**src/hdl/ssrst_pkg.sv**
```systemverilog
// ============================================================================
// ssrst_pkg
// Shared types and constants of the stepped speed ramp and spin turn core.
// ============================================================================
package ssrst_pkg;

    // Field and register widths
    localparam int CRUISE_W   = 10;
    localparam int PULSE_W    = 16;
    localparam int STEPS_W    = 8;
    localparam int INC_W      = 4;
    localparam int KIND_W     = 3;
    localparam int DRIVE_W    = 11;
    localparam int STEP_W     = 10;
    localparam int APB_DATA_W = 32;
    localparam int APB_ADDR_W = 4;
    localparam int DIV_CNT_W  = $clog2(PULSE_W);

    // Default speed register width
    localparam int SPEED_WIDTH_DEF = 10;

    // Move constants
    localparam logic [STEPS_W-1:0] TURN_STEPS = STEPS_W'(20);
    localparam int FLOOR_SPEED   = 30;
    localparam int AROUND_DROP   = 10;
    localparam int SETTLE_PASSES = 4;

    // Configuration reset values
    localparam logic [CRUISE_W-1:0] CRUISE_RST  = CRUISE_W'(300);
    localparam logic [PULSE_W-1:0]  SECTION_RST = PULSE_W'(1000);
    localparam logic [PULSE_W-1:0]  TURN_RST    = PULSE_W'(1000);

    // Register indexes on the configuration port
    localparam logic [1:0] REG_CRUISE  = 2'd0;
    localparam logic [1:0] REG_SECTION = 2'd1;
    localparam logic [1:0] REG_TURN    = 2'd2;

    // Request types
    localparam logic REQ_MOVE = 1'b0;
    localparam logic REQ_TICK = 1'b1;

    typedef enum logic [KIND_W-1:0] {
        MV_ACCEL  = 3'd0,
        MV_DECEL  = 3'd1,
        MV_SPIN_L = 3'd2,
        MV_SPIN_R = 3'd3,
        MV_AROUND = 3'd4
    } move_kind_t;

    typedef enum logic [1:0] {
        PH_IDLE = 2'd0,
        PH_RISE = 2'd1,
        PH_FALL = 2'd2
    } phase_t;

    typedef enum logic [1:0] {
        S_IDLE   = 2'd0,
        S_DIV    = 2'd1,
        S_SETTLE = 2'd2,
        S_EMIT   = 2'd3
    } ctrl_state_t;

    // Commands from the controller to the datapath
    typedef struct packed {
        logic accept;
        logic start_move;
        logic start_tick;
        logic div_take;
        logic settle;
        logic out_load;
    } ctrl_cmd_t;

    // Status from the datapath to the controller
    typedef struct packed {
        logic in_is_tick;
        logic in_kind_ok;
        logic div_done;
        logic out_free;
    } dp_status_t;

endpackage

```
**src/hdl/ssrst_div.sv**
```systemverilog
// ============================================================================
// ssrst_div
// Two-lane restoring divider: one quotient bit per lane per cycle, both lanes
// sharing one 8-bit divisor.
// ============================================================================
module ssrst_div (
    input  logic                          clk,
    input  logic                          rst_n,
    input  logic                          start,
    input  logic [ssrst_pkg::PULSE_W-1:0] dividend_a,
    input  logic [ssrst_pkg::PULSE_W-1:0] dividend_b,
    input  logic [ssrst_pkg::STEPS_W-1:0] divisor,
    output logic                          done,
    output logic [ssrst_pkg::PULSE_W-1:0] quo_a,
    output logic [ssrst_pkg::PULSE_W-1:0] quo_b
);
    import ssrst_pkg::*;

    localparam int LANE_W = STEPS_W + PULSE_W;

    logic                 run_reg, run_next;
    logic                 done_reg, done_next;
    logic [DIV_CNT_W-1:0] cnt_reg, cnt_next;
    logic [PULSE_W-1:0]   num_a_reg, num_a_next;
    logic [PULSE_W-1:0]   num_b_reg, num_b_next;
    logic [STEPS_W-1:0]   rem_a_reg, rem_a_next;
    logic [STEPS_W-1:0]   rem_b_reg, rem_b_next;
    logic [STEPS_W-1:0]   dvs_reg, dvs_next;
    logic [LANE_W-1:0]    lane_a, lane_b;

    // One restoring step: shift in the next dividend bit, subtract if it fits.
    function automatic logic [LANE_W-1:0] div_step(
        input logic [STEPS_W-1:0] rem,
        input logic [PULSE_W-1:0] num,
        input logic [STEPS_W-1:0] dvs
    );
        logic [STEPS_W:0]   trial;
        logic               fits;
        logic [STEPS_W-1:0] rem_new;
        trial   = {rem, num[PULSE_W-1]};
        fits    = trial >= {1'b0, dvs};
        rem_new = fits ? STEPS_W'(trial - {1'b0, dvs}) : trial[STEPS_W-1:0];
        return {rem_new, num[PULSE_W-2:0], fits};
    endfunction

    assign lane_a = div_step(rem_a_reg, num_a_reg, dvs_reg);
    assign lane_b = div_step(rem_b_reg, num_b_reg, dvs_reg);

    // Iteration control and lane update
    always_comb
    begin
        run_next   = run_reg;
        done_next  = 1'b0;
        cnt_next   = cnt_reg;
        num_a_next = num_a_reg;
        num_b_next = num_b_reg;
        rem_a_next = rem_a_reg;
        rem_b_next = rem_b_reg;
        dvs_next   = dvs_reg;
        if (start)
        begin
            run_next   = 1'b1;
            cnt_next   = DIV_CNT_W'(PULSE_W - 1);
            num_a_next = dividend_a;
            num_b_next = dividend_b;
            rem_a_next = '0;
            rem_b_next = '0;
            dvs_next   = divisor;
        end
        else if (run_reg)
        begin
            {rem_a_next, num_a_next} = lane_a;
            {rem_b_next, num_b_next} = lane_b;
            cnt_next = cnt_reg - DIV_CNT_W'(1);
            if (cnt_reg == '0)
            begin
                run_next  = 1'b0;
                done_next = 1'b1;
            end
        end
    end

    always_ff @(posedge clk or negedge rst_n)
    begin
        if (!rst_n)
        begin
            run_reg  <= 1'b0;
            done_reg <= 1'b0;
            cnt_reg  <= '0;
        end
        else
        begin
            run_reg  <= run_next;
            done_reg <= done_next;
            cnt_reg  <= cnt_next;
        end
    end

    always_ff @(posedge clk)
    begin
        num_a_reg <= num_a_next;
        num_b_reg <= num_b_next;
        rem_a_reg <= rem_a_next;
        rem_b_reg <= rem_b_next;
        dvs_reg   <= dvs_next;
    end

    assign done  = done_reg;
    assign quo_a = num_a_reg;
    assign quo_b = num_b_reg;

endmodule

```
**src/hdl/ssrst_ctrl.sv**
```systemverilog
// ============================================================================
// ssrst_ctrl
// Sequencing state machine: accepts one word, runs the divider for a move
// command, resolves the speed, then hands the result to the output register.
// ============================================================================
module ssrst_ctrl (
    input  logic                   clk,
    input  logic                   rst_n,
    input  logic                   in_valid,
    output logic                   in_stall,
    input  ssrst_pkg::dp_status_t  status,
    output ssrst_pkg::ctrl_cmd_t   cmd
);
    import ssrst_pkg::*;

    ctrl_state_t state_reg, state_next;

    // State register
    always_ff @(posedge clk or negedge rst_n)
    begin
        if (!rst_n)
        begin
            state_reg <= S_IDLE;
        end
        else
        begin
            state_reg <= state_next;
        end
    end

    // Next state and commands
    always_comb
    begin
        state_next = state_reg;
        cmd        = '0;
        in_stall   = 1'b1;
        case (state_reg)
            S_IDLE:
            begin
                in_stall = 1'b0;
                if (in_valid)
                begin
                    cmd.accept = 1'b1;
                    if (status.in_is_tick)
                    begin
                        cmd.start_tick = 1'b1;
                        state_next     = S_SETTLE;
                    end
                    else if (status.in_kind_ok)
                    begin
                        cmd.start_move = 1'b1;
                        state_next     = S_DIV;
                    end
                    else
                    begin
                        state_next = S_EMIT;
                    end
                end
            end
            S_DIV:
            begin
                if (status.div_done)
                begin
                    cmd.div_take = 1'b1;
                    state_next   = S_SETTLE;
                end
            end
            S_SETTLE:
            begin
                cmd.settle = 1'b1;
                state_next = S_EMIT;
            end
            S_EMIT:
            begin
                if (status.out_free)
                begin
                    cmd.out_load = 1'b1;
                    state_next   = S_IDLE;
                end
            end
            default:
            begin
                state_next = S_IDLE;
            end
        endcase
    end

endmodule

```
**src/hdl/ssrst_dp.sv**
```systemverilog
// ============================================================================
// ssrst_dp
// Datapath: move state, wheel pulse counters, speed resolution, the shared
// divider and the output register.
// ============================================================================
module ssrst_dp #(
    parameter int SPEED_WIDTH = ssrst_pkg::SPEED_WIDTH_DEF
) (
    input  logic                                 clk,
    input  logic                                 rst_n,
    input  ssrst_pkg::ctrl_cmd_t                 cmd,
    output ssrst_pkg::dp_status_t                status,
    input  logic                                 req_type,
    input  logic [ssrst_pkg::KIND_W-1:0]         move_kind,
    input  logic [ssrst_pkg::STEPS_W-1:0]        ramp_steps,
    input  logic [ssrst_pkg::INC_W-1:0]          left_increment,
    input  logic [ssrst_pkg::INC_W-1:0]          right_increment,
    input  logic [ssrst_pkg::CRUISE_W-1:0]       cruise_speed,
    input  logic [ssrst_pkg::PULSE_W-1:0]        section_pulses,
    input  logic [ssrst_pkg::PULSE_W-1:0]        turn_pulses,
    input  logic                                 out_stall,
    output logic                                 out_valid,
    output logic signed [ssrst_pkg::DRIVE_W-1:0] left_drive,
    output logic signed [ssrst_pkg::DRIVE_W-1:0] right_drive,
    output logic                                 busy_res,
    output logic                                 move_done
);
    import ssrst_pkg::*;

    // Signed width that holds a speed plus a step, or a cruise minus a step
    localparam int CW = ((SPEED_WIDTH > CRUISE_W) ? SPEED_WIDTH : CRUISE_W) + 2;

    move_kind_t             active_move_reg, active_move_next;
    phase_t                 phase_reg, phase_next;
    logic                   spins_reg, spins_next;
    logic [SPEED_WIDTH-1:0] speed_reg, speed_next;
    logic [STEP_W-1:0]      step_reg, step_next;
    logic [PULSE_W-1:0]     thr_reg, thr_next;
    logic [PULSE_W-1:0]     left_count_reg, left_count_next;
    logic [PULSE_W-1:0]     right_count_reg, right_count_next;
    logic                   fire_reg, fire_next;
    logic                   done_reg, done_next;
    logic signed [CW-1:0]   cand_reg, cand_next;

    logic                   out_valid_reg, out_valid_next;
    logic signed [DRIVE_W-1:0] left_drive_reg, right_drive_reg;
    logic                   busy_out_reg, done_out_reg;

    // Divider hookup
    logic                   straight_in;
    logic                   low_cruise;
    logic [STEPS_W-1:0]     steps_sel;
    logic [PULSE_W-1:0]     pulses_sel;
    logic [PULSE_W-1:0]     div_b_in;
    logic                   div_done;
    logic [PULSE_W-1:0]     quo_a, quo_b;

    // Tick evaluation
    logic [PULSE_W:0]       sum_l, sum_r, watched;
    logic                   tick_fire;
    logic signed [CW-1:0]   cur_s, step_s, cand_tick;

    // Speed resolution
    logic                   straight_mv;
    logic signed [CW-1:0]   cruise_s, half_s, floor_s, lim_spin, peak_s;
    phase_t                 ph_s;
    logic                   sp_s, fin_s, res_s;
    logic signed [CW-1:0]   c_s;

    // Output formatting
    logic [SPEED_WIDTH+DRIVE_W-1:0] speed_wide;
    logic [DRIVE_W-1:0]     s11, neg11;

    // Decode of the word on the input port
    assign status.in_is_tick = req_type == REQ_TICK;
    assign status.in_kind_ok = move_kind <= KIND_W'(MV_AROUND);
    assign status.div_done   = div_done;
    assign status.out_free   = !out_valid_reg || !out_stall;

    // Divider operands for a new move
    assign straight_in = move_kind == KIND_W'(MV_ACCEL) || move_kind == KIND_W'(MV_DECEL);
    assign low_cruise  = cruise_speed <= CRUISE_W'(FLOOR_SPEED);
    assign steps_sel   = straight_in ? ((ramp_steps == '0) ? STEPS_W'(1) : ramp_steps)
                                     : TURN_STEPS;
    assign pulses_sel  = straight_in ? section_pulses : turn_pulses;
    assign div_b_in    = low_cruise ? '0
                                    : PULSE_W'(cruise_speed - CRUISE_W'(FLOOR_SPEED));

    ssrst_div u_div (
        .clk        (clk),
        .rst_n      (rst_n),
        .start      (cmd.start_move),
        .dividend_a (pulses_sel),
        .dividend_b (div_b_in),
        .divisor    (steps_sel),
        .done       (div_done),
        .quo_a      (quo_a),
        .quo_b      (quo_b)
    );

    // Encoder tick: pulse sums, threshold check and the next candidate speed
    always_comb
    begin
        sum_l     = (PULSE_W + 1)'(left_count_reg) + (PULSE_W + 1)'(left_increment);
        sum_r     = (PULSE_W + 1)'(right_count_reg) + (PULSE_W + 1)'(right_increment);
        watched   = (active_move_reg == MV_SPIN_L) ? sum_r : sum_l;
        tick_fire = (phase_reg != PH_IDLE) && (watched > (PULSE_W + 1)'(thr_reg));
        cur_s     = signed'(CW'(speed_reg));
        step_s    = signed'(CW'(step_reg));
        cand_tick = (phase_reg == PH_RISE) ? cur_s + step_s : cur_s - step_s;
    end

    // Speed resolution: walks rise and fall phase changes until a speed holds
    always_comb
    begin
        straight_mv = active_move_reg == MV_ACCEL || active_move_reg == MV_DECEL;
        cruise_s    = signed'(CW'(cruise_speed));
        half_s      = signed'(CW'(cruise_speed >> 1));
        floor_s     = signed'(CW'(FLOOR_SPEED));
        lim_spin    = half_s - signed'(CW'(step_reg));
        peak_s      = (active_move_reg == MV_AROUND) ? half_s - signed'(CW'(AROUND_DROP))
                                                     : half_s;
        ph_s  = phase_reg;
        sp_s  = spins_reg;
        c_s   = cand_reg;
        fin_s = 1'b0;
        res_s = 1'b0;
        for (int i = 0; i < SETTLE_PASSES; i++)
        begin
            if (!res_s)
            begin
                case (ph_s)
                    PH_RISE:
                    begin
                        if (c_s < (straight_mv ? cruise_s : lim_spin))
                        begin
                            res_s = 1'b1;
                        end
                        else if (straight_mv)
                        begin
                            fin_s = 1'b1;
                            res_s = 1'b1;
                        end
                        else
                        begin
                            ph_s = PH_FALL;
                            c_s  = peak_s;
                        end
                    end
                    PH_FALL:
                    begin
                        if (c_s > floor_s)
                        begin
                            res_s = 1'b1;
                        end
                        else if (sp_s)
                        begin
                            // Second half of a spin around starts over
                            sp_s = 1'b0;
                            ph_s = PH_RISE;
                            c_s  = floor_s;
                        end
                        else
                        begin
                            fin_s = 1'b1;
                            res_s = 1'b1;
                        end
                    end
                    default:
                    begin
                        fin_s = 1'b1;
                        res_s = 1'b1;
                    end
                endcase
            end
        end
    end

    // Move state update
    always_comb
    begin
        active_move_next = active_move_reg;
        phase_next       = phase_reg;
        spins_next       = spins_reg;
        speed_next       = speed_reg;
        step_next        = step_reg;
        thr_next         = thr_reg;
        left_count_next  = left_count_reg;
        right_count_next = right_count_reg;
        fire_next        = fire_reg;
        done_next        = done_reg;
        cand_next        = cand_reg;

        if (cmd.accept)
        begin
            done_next = 1'b0;
        end

        if (cmd.start_move)
        begin
            active_move_next = move_kind_t'(move_kind);
            left_count_next  = '0;
            right_count_next = '0;
            speed_next       = '0;
            spins_next       = move_kind == KIND_W'(MV_AROUND);
            fire_next        = 1'b1;
        end

        if (cmd.start_tick)
        begin
            fire_next = tick_fire;
            cand_next = cand_tick;
            if (tick_fire)
            begin
                left_count_next  = '0;
                right_count_next = '0;
            end
            else
            begin
                left_count_next  = sum_l[PULSE_W] ? '1 : sum_l[PULSE_W-1:0];
                right_count_next = sum_r[PULSE_W] ? '1 : sum_r[PULSE_W-1:0];
            end
        end

        // Quotients in: step size, threshold and the starting speed
        if (cmd.div_take)
        begin
            thr_next = quo_a;
            if (low_cruise)
            begin
                step_next  = STEP_W'(1);
                phase_next = PH_IDLE;
            end
            else
            begin
                step_next  = (quo_b == '0) ? STEP_W'(1) : quo_b[STEP_W-1:0];
                phase_next = (active_move_reg == MV_DECEL) ? PH_FALL : PH_RISE;
            end
            cand_next = (active_move_reg == MV_DECEL) ? cruise_s : floor_s;
        end

        if (cmd.settle && fire_reg)
        begin
            done_next = fin_s;
            if (fin_s)
            begin
                phase_next = PH_IDLE;
                spins_next = 1'b0;
                if (active_move_reg == MV_AROUND)
                begin
                    speed_next = '0;
                end
            end
            else
            begin
                phase_next = ph_s;
                spins_next = sp_s;
                speed_next = c_s[SPEED_WIDTH-1:0];
            end
        end
    end

    always_ff @(posedge clk or negedge rst_n)
    begin
        if (!rst_n)
        begin
            active_move_reg <= MV_ACCEL;
            phase_reg       <= PH_IDLE;
            spins_reg       <= 1'b0;
            speed_reg       <= '0;
            step_reg        <= '0;
            thr_reg         <= '0;
            left_count_reg  <= '0;
            right_count_reg <= '0;
            fire_reg        <= 1'b0;
            done_reg        <= 1'b0;
            out_valid_reg   <= 1'b0;
        end
        else
        begin
            active_move_reg <= active_move_next;
            phase_reg       <= phase_next;
            spins_reg       <= spins_next;
            speed_reg       <= speed_next;
            step_reg        <= step_next;
            thr_reg         <= thr_next;
            left_count_reg  <= left_count_next;
            right_count_reg <= right_count_next;
            fire_reg        <= fire_next;
            done_reg        <= done_next;
            out_valid_reg   <= out_valid_next;
        end
    end

    always_ff @(posedge clk)
    begin
        cand_reg <= cand_next;
    end

    // Wheel drive formatting: one side negated for spins
    always_comb
    begin
        speed_wide = (SPEED_WIDTH + DRIVE_W)'(speed_reg);
        s11        = speed_wide[DRIVE_W-1:0];
        neg11      = DRIVE_W'(~s11 + DRIVE_W'(1));
    end

    // Output register
    always_comb
    begin
        out_valid_next = out_valid_reg;
        if (cmd.out_load)
        begin
            out_valid_next = 1'b1;
        end
        else if (out_valid_reg && !out_stall)
        begin
            out_valid_next = 1'b0;
        end
    end

    always_ff @(posedge clk)
    begin
        if (cmd.out_load)
        begin
            left_drive_reg  <= signed'((active_move_reg == MV_SPIN_L) ? neg11 : s11);
            right_drive_reg <= signed'((active_move_reg == MV_SPIN_R ||
                                        active_move_reg == MV_AROUND) ? neg11 : s11);
            busy_out_reg    <= phase_reg != PH_IDLE;
            done_out_reg    <= done_reg;
        end
    end

    assign out_valid   = out_valid_reg;
    assign left_drive  = left_drive_reg;
    assign right_drive = right_drive_reg;
    assign busy_res    = busy_out_reg;
    assign move_done   = done_out_reg;

endmodule

```
**src/hdl/stepped_speed_ramp_and_spin_turn_core.sv**
```systemverilog
// ============================================================================
// stepped_speed_ramp_and_spin_turn_core
// Stepped speed ramp and spin turn generator: top level with register block.
// ============================================================================
// A move command word passes through acceptance, then a two-lane restoring
// divider that produces one quotient bit per cycle for the step size and the
// pulse threshold, then taking the quotients, speed resolution and the load
// of the output register. An encoder tick word passes through acceptance,
// speed resolution and the output load; a command word with an unknown move
// kind goes from acceptance straight to the output load. A full, stalled
// output register holds back the load for as long as it stays full when the
// result is ready to load. One word is processed at a time; the output
// register holds a finished word while the next one is accepted. No clearing
// pass follows reset. Drives are signed wheel speeds; a spin left negates the
// left wheel, a spin right or spin around negates the right wheel.
// ============================================================================
module stepped_speed_ramp_and_spin_turn_core #(
    parameter int SPEED_WIDTH = ssrst_pkg::SPEED_WIDTH_DEF
) (
    input  logic                                    clk,
    input  logic                                    rst_n,
    // Input channel
    input  logic                                    in_valid,
    output logic                                    in_stall,
    input  logic                                    req_type,
    input  logic [ssrst_pkg::KIND_W-1:0]            move_kind,
    input  logic [ssrst_pkg::STEPS_W-1:0]           ramp_steps,
    input  logic [ssrst_pkg::INC_W-1:0]             left_increment,
    input  logic [ssrst_pkg::INC_W-1:0]             right_increment,
    // Output channel
    output logic                                    out_valid,
    input  logic                                    out_stall,
    output logic signed [ssrst_pkg::DRIVE_W-1:0]    left_drive,
    output logic signed [ssrst_pkg::DRIVE_W-1:0]    right_drive,
    output logic                                    busy_res,
    output logic                                    move_done,
    // Configuration port
    input  logic                                    psel,
    input  logic                                    penable,
    input  logic                                    pwrite,
    input  logic [ssrst_pkg::APB_ADDR_W-1:0]        paddr,
    input  logic [ssrst_pkg::APB_DATA_W-1:0]        pwdata,
    output logic [ssrst_pkg::APB_DATA_W-1:0]        prdata,
    output logic                                    pready
);
    import ssrst_pkg::*;

    logic [CRUISE_W-1:0] cruise_reg, cruise_next;
    logic [PULSE_W-1:0]  section_reg, section_next;
    logic [PULSE_W-1:0]  turn_reg, turn_next;
    logic                cfg_write;
    logic [1:0]          reg_idx;
    ctrl_cmd_t           cmd;
    dp_status_t          status;

    // Configuration registers
    assign pready    = 1'b1;
    assign cfg_write = psel && penable && pwrite;
    assign reg_idx   = paddr[3:2];

    always_comb
    begin
        cruise_next  = cruise_reg;
        section_next = section_reg;
        turn_next    = turn_reg;
        if (cfg_write)
        begin
            case (reg_idx)
                REG_CRUISE:  cruise_next  = pwdata[CRUISE_W-1:0];
                REG_SECTION: section_next = pwdata[PULSE_W-1:0];
                REG_TURN:    turn_next    = pwdata[PULSE_W-1:0];
                default:     ;
            endcase
        end
    end

    always_ff @(posedge clk or negedge rst_n)
    begin
        if (!rst_n)
        begin
            cruise_reg  <= CRUISE_RST;
            section_reg <= SECTION_RST;
            turn_reg    <= TURN_RST;
        end
        else
        begin
            cruise_reg  <= cruise_next;
            section_reg <= section_next;
            turn_reg    <= turn_next;
        end
    end

    // Register read back
    always_comb
    begin
        case (reg_idx)
            REG_CRUISE:  prdata = APB_DATA_W'(cruise_reg);
            REG_SECTION: prdata = APB_DATA_W'(section_reg);
            REG_TURN:    prdata = APB_DATA_W'(turn_reg);
            default:     prdata = '0;
        endcase
    end

    ssrst_ctrl u_ctrl (
        .clk      (clk),
        .rst_n    (rst_n),
        .in_valid (in_valid),
        .in_stall (in_stall),
        .status   (status),
        .cmd      (cmd)
    );

    ssrst_dp #(
        .SPEED_WIDTH (SPEED_WIDTH)
    ) u_dp (
        .clk             (clk),
        .rst_n           (rst_n),
        .cmd             (cmd),
        .status          (status),
        .req_type        (req_type),
        .move_kind       (move_kind),
        .ramp_steps      (ramp_steps),
        .left_increment  (left_increment),
        .right_increment (right_increment),
        .cruise_speed    (cruise_reg),
        .section_pulses  (section_reg),
        .turn_pulses     (turn_reg),
        .out_stall       (out_stall),
        .out_valid       (out_valid),
        .left_drive      (left_drive),
        .right_drive     (right_drive),
        .busy_res        (busy_res),
        .move_done       (move_done)
    );

endmodule

```
**config.mk**
```make
export PLATFORM = sky130hd
export DESIGN_NAME = stepped_speed_ramp_and_spin_turn_core
export DESIGN_NICKNAME = d
export VERILOG_FILES = /design/src/hdl/ssrst_pkg.sv /design/src/hdl/ssrst_div.sv /design/src/hdl/ssrst_ctrl.sv /design/src/hdl/ssrst_dp.sv /design/src/hdl/stepped_speed_ramp_and_spin_turn_core.sv
export SDC_FILE = /design/constraint.sdc
export NUM_CORES = 1
export LEC_CHECK = 0
export BUFFER_PORTS_ARGS = -buffer_cell sky130_fd_sc_hd__buf_2
export CORE_UTILIZATION = 45
export CTS_BUF_LIST = sky130_fd_sc_hd__clkbuf_8
export CTS_CLUSTER_SIZE = 25
export DETAILED_ROUTE_END_ITERATION = 16
export PLACE_DENSITY = 0.63
export REMOVE_ABC_BUFFERS = 1
export SYNTH_ARGS = -nofsm -noshare
export SYNTH_HDL_FRONTEND = slang
export SYNTH_HIERARCHICAL = 1
export SYNTH_SLANG_ARGS = --single-unit
```
**constraint.sdc**
```tcl
create_clock -name clk -period 22.9 [get_ports clk]
set_clock_uncertainty 0.05 [all_clocks]
set_input_delay 1.145 -clock clk [delete_from_list [all_inputs] [get_ports clk]]
set_output_delay 1.145 -clock clk [all_outputs]
set_load 0.02 [all_outputs]
```
==> results.txt <==
final setup fails - 0
Hold Fails Final Rpt - 0
largest net degree at the start of global routing - 70
clock-pin slew on the worst setup and hold paths - 60 ps
per-cell routed wire length - 19.8 µm
# nets final - 2192
initial antenna violation count - 0
1st-pass router iterations - 5
antenna cell count - 0
Max Fanout on Critical Path - 13
gpl congestion - 0.955
leak pwr - 7.94 nW
Detail Route Antenna Nets - 0
slowest stage delay, CP - 810 ps
post-route total power - 2.56 mW
number of H-tree levels - 2
max-capacitance violation count - 0
min Tclk post-route - 15040 ps
total setup buffers inserted after CTS - 0
period utilization - 65.7%
layout cells sized above 1 - 17.5%
Synth Instances - 1955
WHS - 408 ps
CTS root buf - clkbuf_8
PwrDens - 135 mW/mm²
CTS tree - done
DR iter-0 viols - 1047
EDFF count, synth - 75
GR Util All Layers - 25.6%
Worst Tran Pin Value - 1180 ps
Initial Utilization - 46.2%
vias in the first global route - 14300
dpl hpwl - 37.1 mm
Area Overhead vs Synth - 7.86%
vias per cell - 5.92
status - finished clean
CP dominant cell by count - a21oi_1
fmax - 66.5 MHz
worst skew pair latency - 550 ps
IO buf count - 86
Avg Cell Area, Syn - 8.98 µm²
residual DRC count - 0
DIE WIDTH - 199 µm
yosys warns - 6
worst hold path class - reg2reg
Slowest-stage cell, CP - o31ai_1
RSZ-0062 raised after global routing - no
total gr overflow - 0
post-route cell area - 0.0189 mm²
setup TNS - 0 ps
Critical Path Start Type - register
height of the die - 199 µm
PostCTS Resize Cnt - 0
core area - 0.0380 mm²
critical path class - reg2reg
I/O pins - 122
Syn Std Cell Area - 0.0175 mm²
Worst setup EP type - register
first-pass GRT wire length - 79.3 mm
Num CTS Buffers - 39
slew margin rel. - 20.2%
row cnt - 71
Post-synth ARST share - 58.3%
Slew Viols, Final - 0
CTS Hold Bufs - 0
sequential fraction of the synthesis area - 32.9%
DRT Wirelength - 50.1 mm
Reg2Reg Setup Slack - 7860 ps
most common flop cell mapped by yosys - dfrtp_1
worst path required time - 23290 ps
Cell variety after synth - 107
Critical Path AT - 15430 ps
Vias - 15000
clock sink count - 218
area of placed instances - 0.0181 mm²
Max Root-Sink Buffers - 3
synthesized flop and latch total - 218
Die Area - 0.0398 mm²
Worst VDD drop - 0.0583 mV
[per-stage QoR]
step                      setup WS, ps  utilization (%)  cells
final                             7860             49.8   2532
after CTS                         8130             49.8   2532
after detailed placement          8220             47.7   2460
after floorplan                  10550                -   1837
after global routing              6860             49.8   2532
after global placement            8310             47.7   2460
[cells by family (layout without fill, tap and decap cells)]
| family | count (synthesis) | in the layout | synth area share, % |
|---|---|---|---|
| AO/OA/AOI/OAI | 586 | 586 | 23.1 |
| XOR/XNOR | 75 | 75 | 3.74 |
| other | 2 | 17 | 0.0428 |
| flip-flops | 218 | 218 | 32.9 |
| multiplexers | 123 | 123 | 7.98 |
| adder cells (fa/ha/maj) | 139 | 139 | 10.2 |
| buffers and inverters | 271 | 322 | 7.29 |
| AND/OR/NAND/NOR | 541 | 541 | 14.7 |
[critical path, delay by kind of cell (launching register included)]
kind,cells,cell delay [ps]
simple gates,19,3710
fa+ha+maj,5,1670
buf+inv,3,460
compound gates,32,8240
xor+xnor,1,80
flops,1,680
[cell type report]
cell class,count,area (µm²)
timing repair buffer,112,632
fill,3631,19100
sequential,218,5770
inverter,138,518
clock buffer,46,633
multi-input combinational,1481,10600
clock inverter,26,166
tap,511,639
[worst paths after layout]
check                                     startpoint                            endpoint  depth (start not counted)
min in group asynchronous                      rst_n  u_dp/left_count_reg[8]$_DFFE_PN0P_                          1
hold reg to reg            u_dp/done_reg$_DFFE_PN0P_            u_dp/move_done$_DFFE_PP_                          0
max in group asynchronous                      rst_n        u_dp/u_div/run_reg$_DFF_PN0_                          2
hold / removal             u_dp/done_reg$_DFFE_PN0P_            u_dp/move_done$_DFFE_PP_                          0
setup reg to reg           cruise_reg[2]$_DFFE_PN1P_         u_dp/speed_reg[3]$_DFF_PN0_                         60
setup / recovery           cruise_reg[2]$_DFFE_PN1P_         u_dp/speed_reg[3]$_DFF_PN0_                         60
[layer usage]
| metal | global-route usage (%) | wire length [µm] | up-vias |
|---|---|---|---|
| li1 | - | - | 7170 |
| met4 | 9.84 | 1700 | 0 |
| met1 | 34.0 | 21900 | 7259 |
| met3 | 3.32 | 2820 | 98 |
| met2 | 42.1 | 23600 | 463 |
| met5 | 0 | 0 | - |
[cells in the final DEF (no fill, tap or decap), drive strengths merged, types with 57 or more instances in the layout]
cell type,netlist,routed
nand2,176,176
inv,137,152
o21ai,151,151
nor2,133,133
ha,132,132
buf,75,112
dfrtp,111,111
a21oi,108,108
mux2,99,99
edfxtp,75,75
xnor2,57,57
[synth_stat cells, drive strengths merged (24+ instances only)]
library cell	number	area share, %
nor3	37	1.1
a21o	27	1.2
o21ai	151	4.4
clkbuf	58	1.2
mux2	99	6.6
a21oi	108	3.2
a31oi	47	1.7
xnor2	57	2.8
mux2i	24	1.4
edfxtp	75	13
dfrtp	111	16
nand2	176	3.8
buf	75	3.1
ha	132	9.4
nand3	55	1.7
inv	137	2.9
o22ai	33	1.2
nor2	133	2.8
[report_power, final]
group	switching, mW	total, mW	internal, mW
logic	0.898	1.48	0.581
registers	0.123	0.709	0.586
clock network	0.167	0.374	0.206
total	1.19	2.56	1.37
Power figures use the tool's default switching activity.
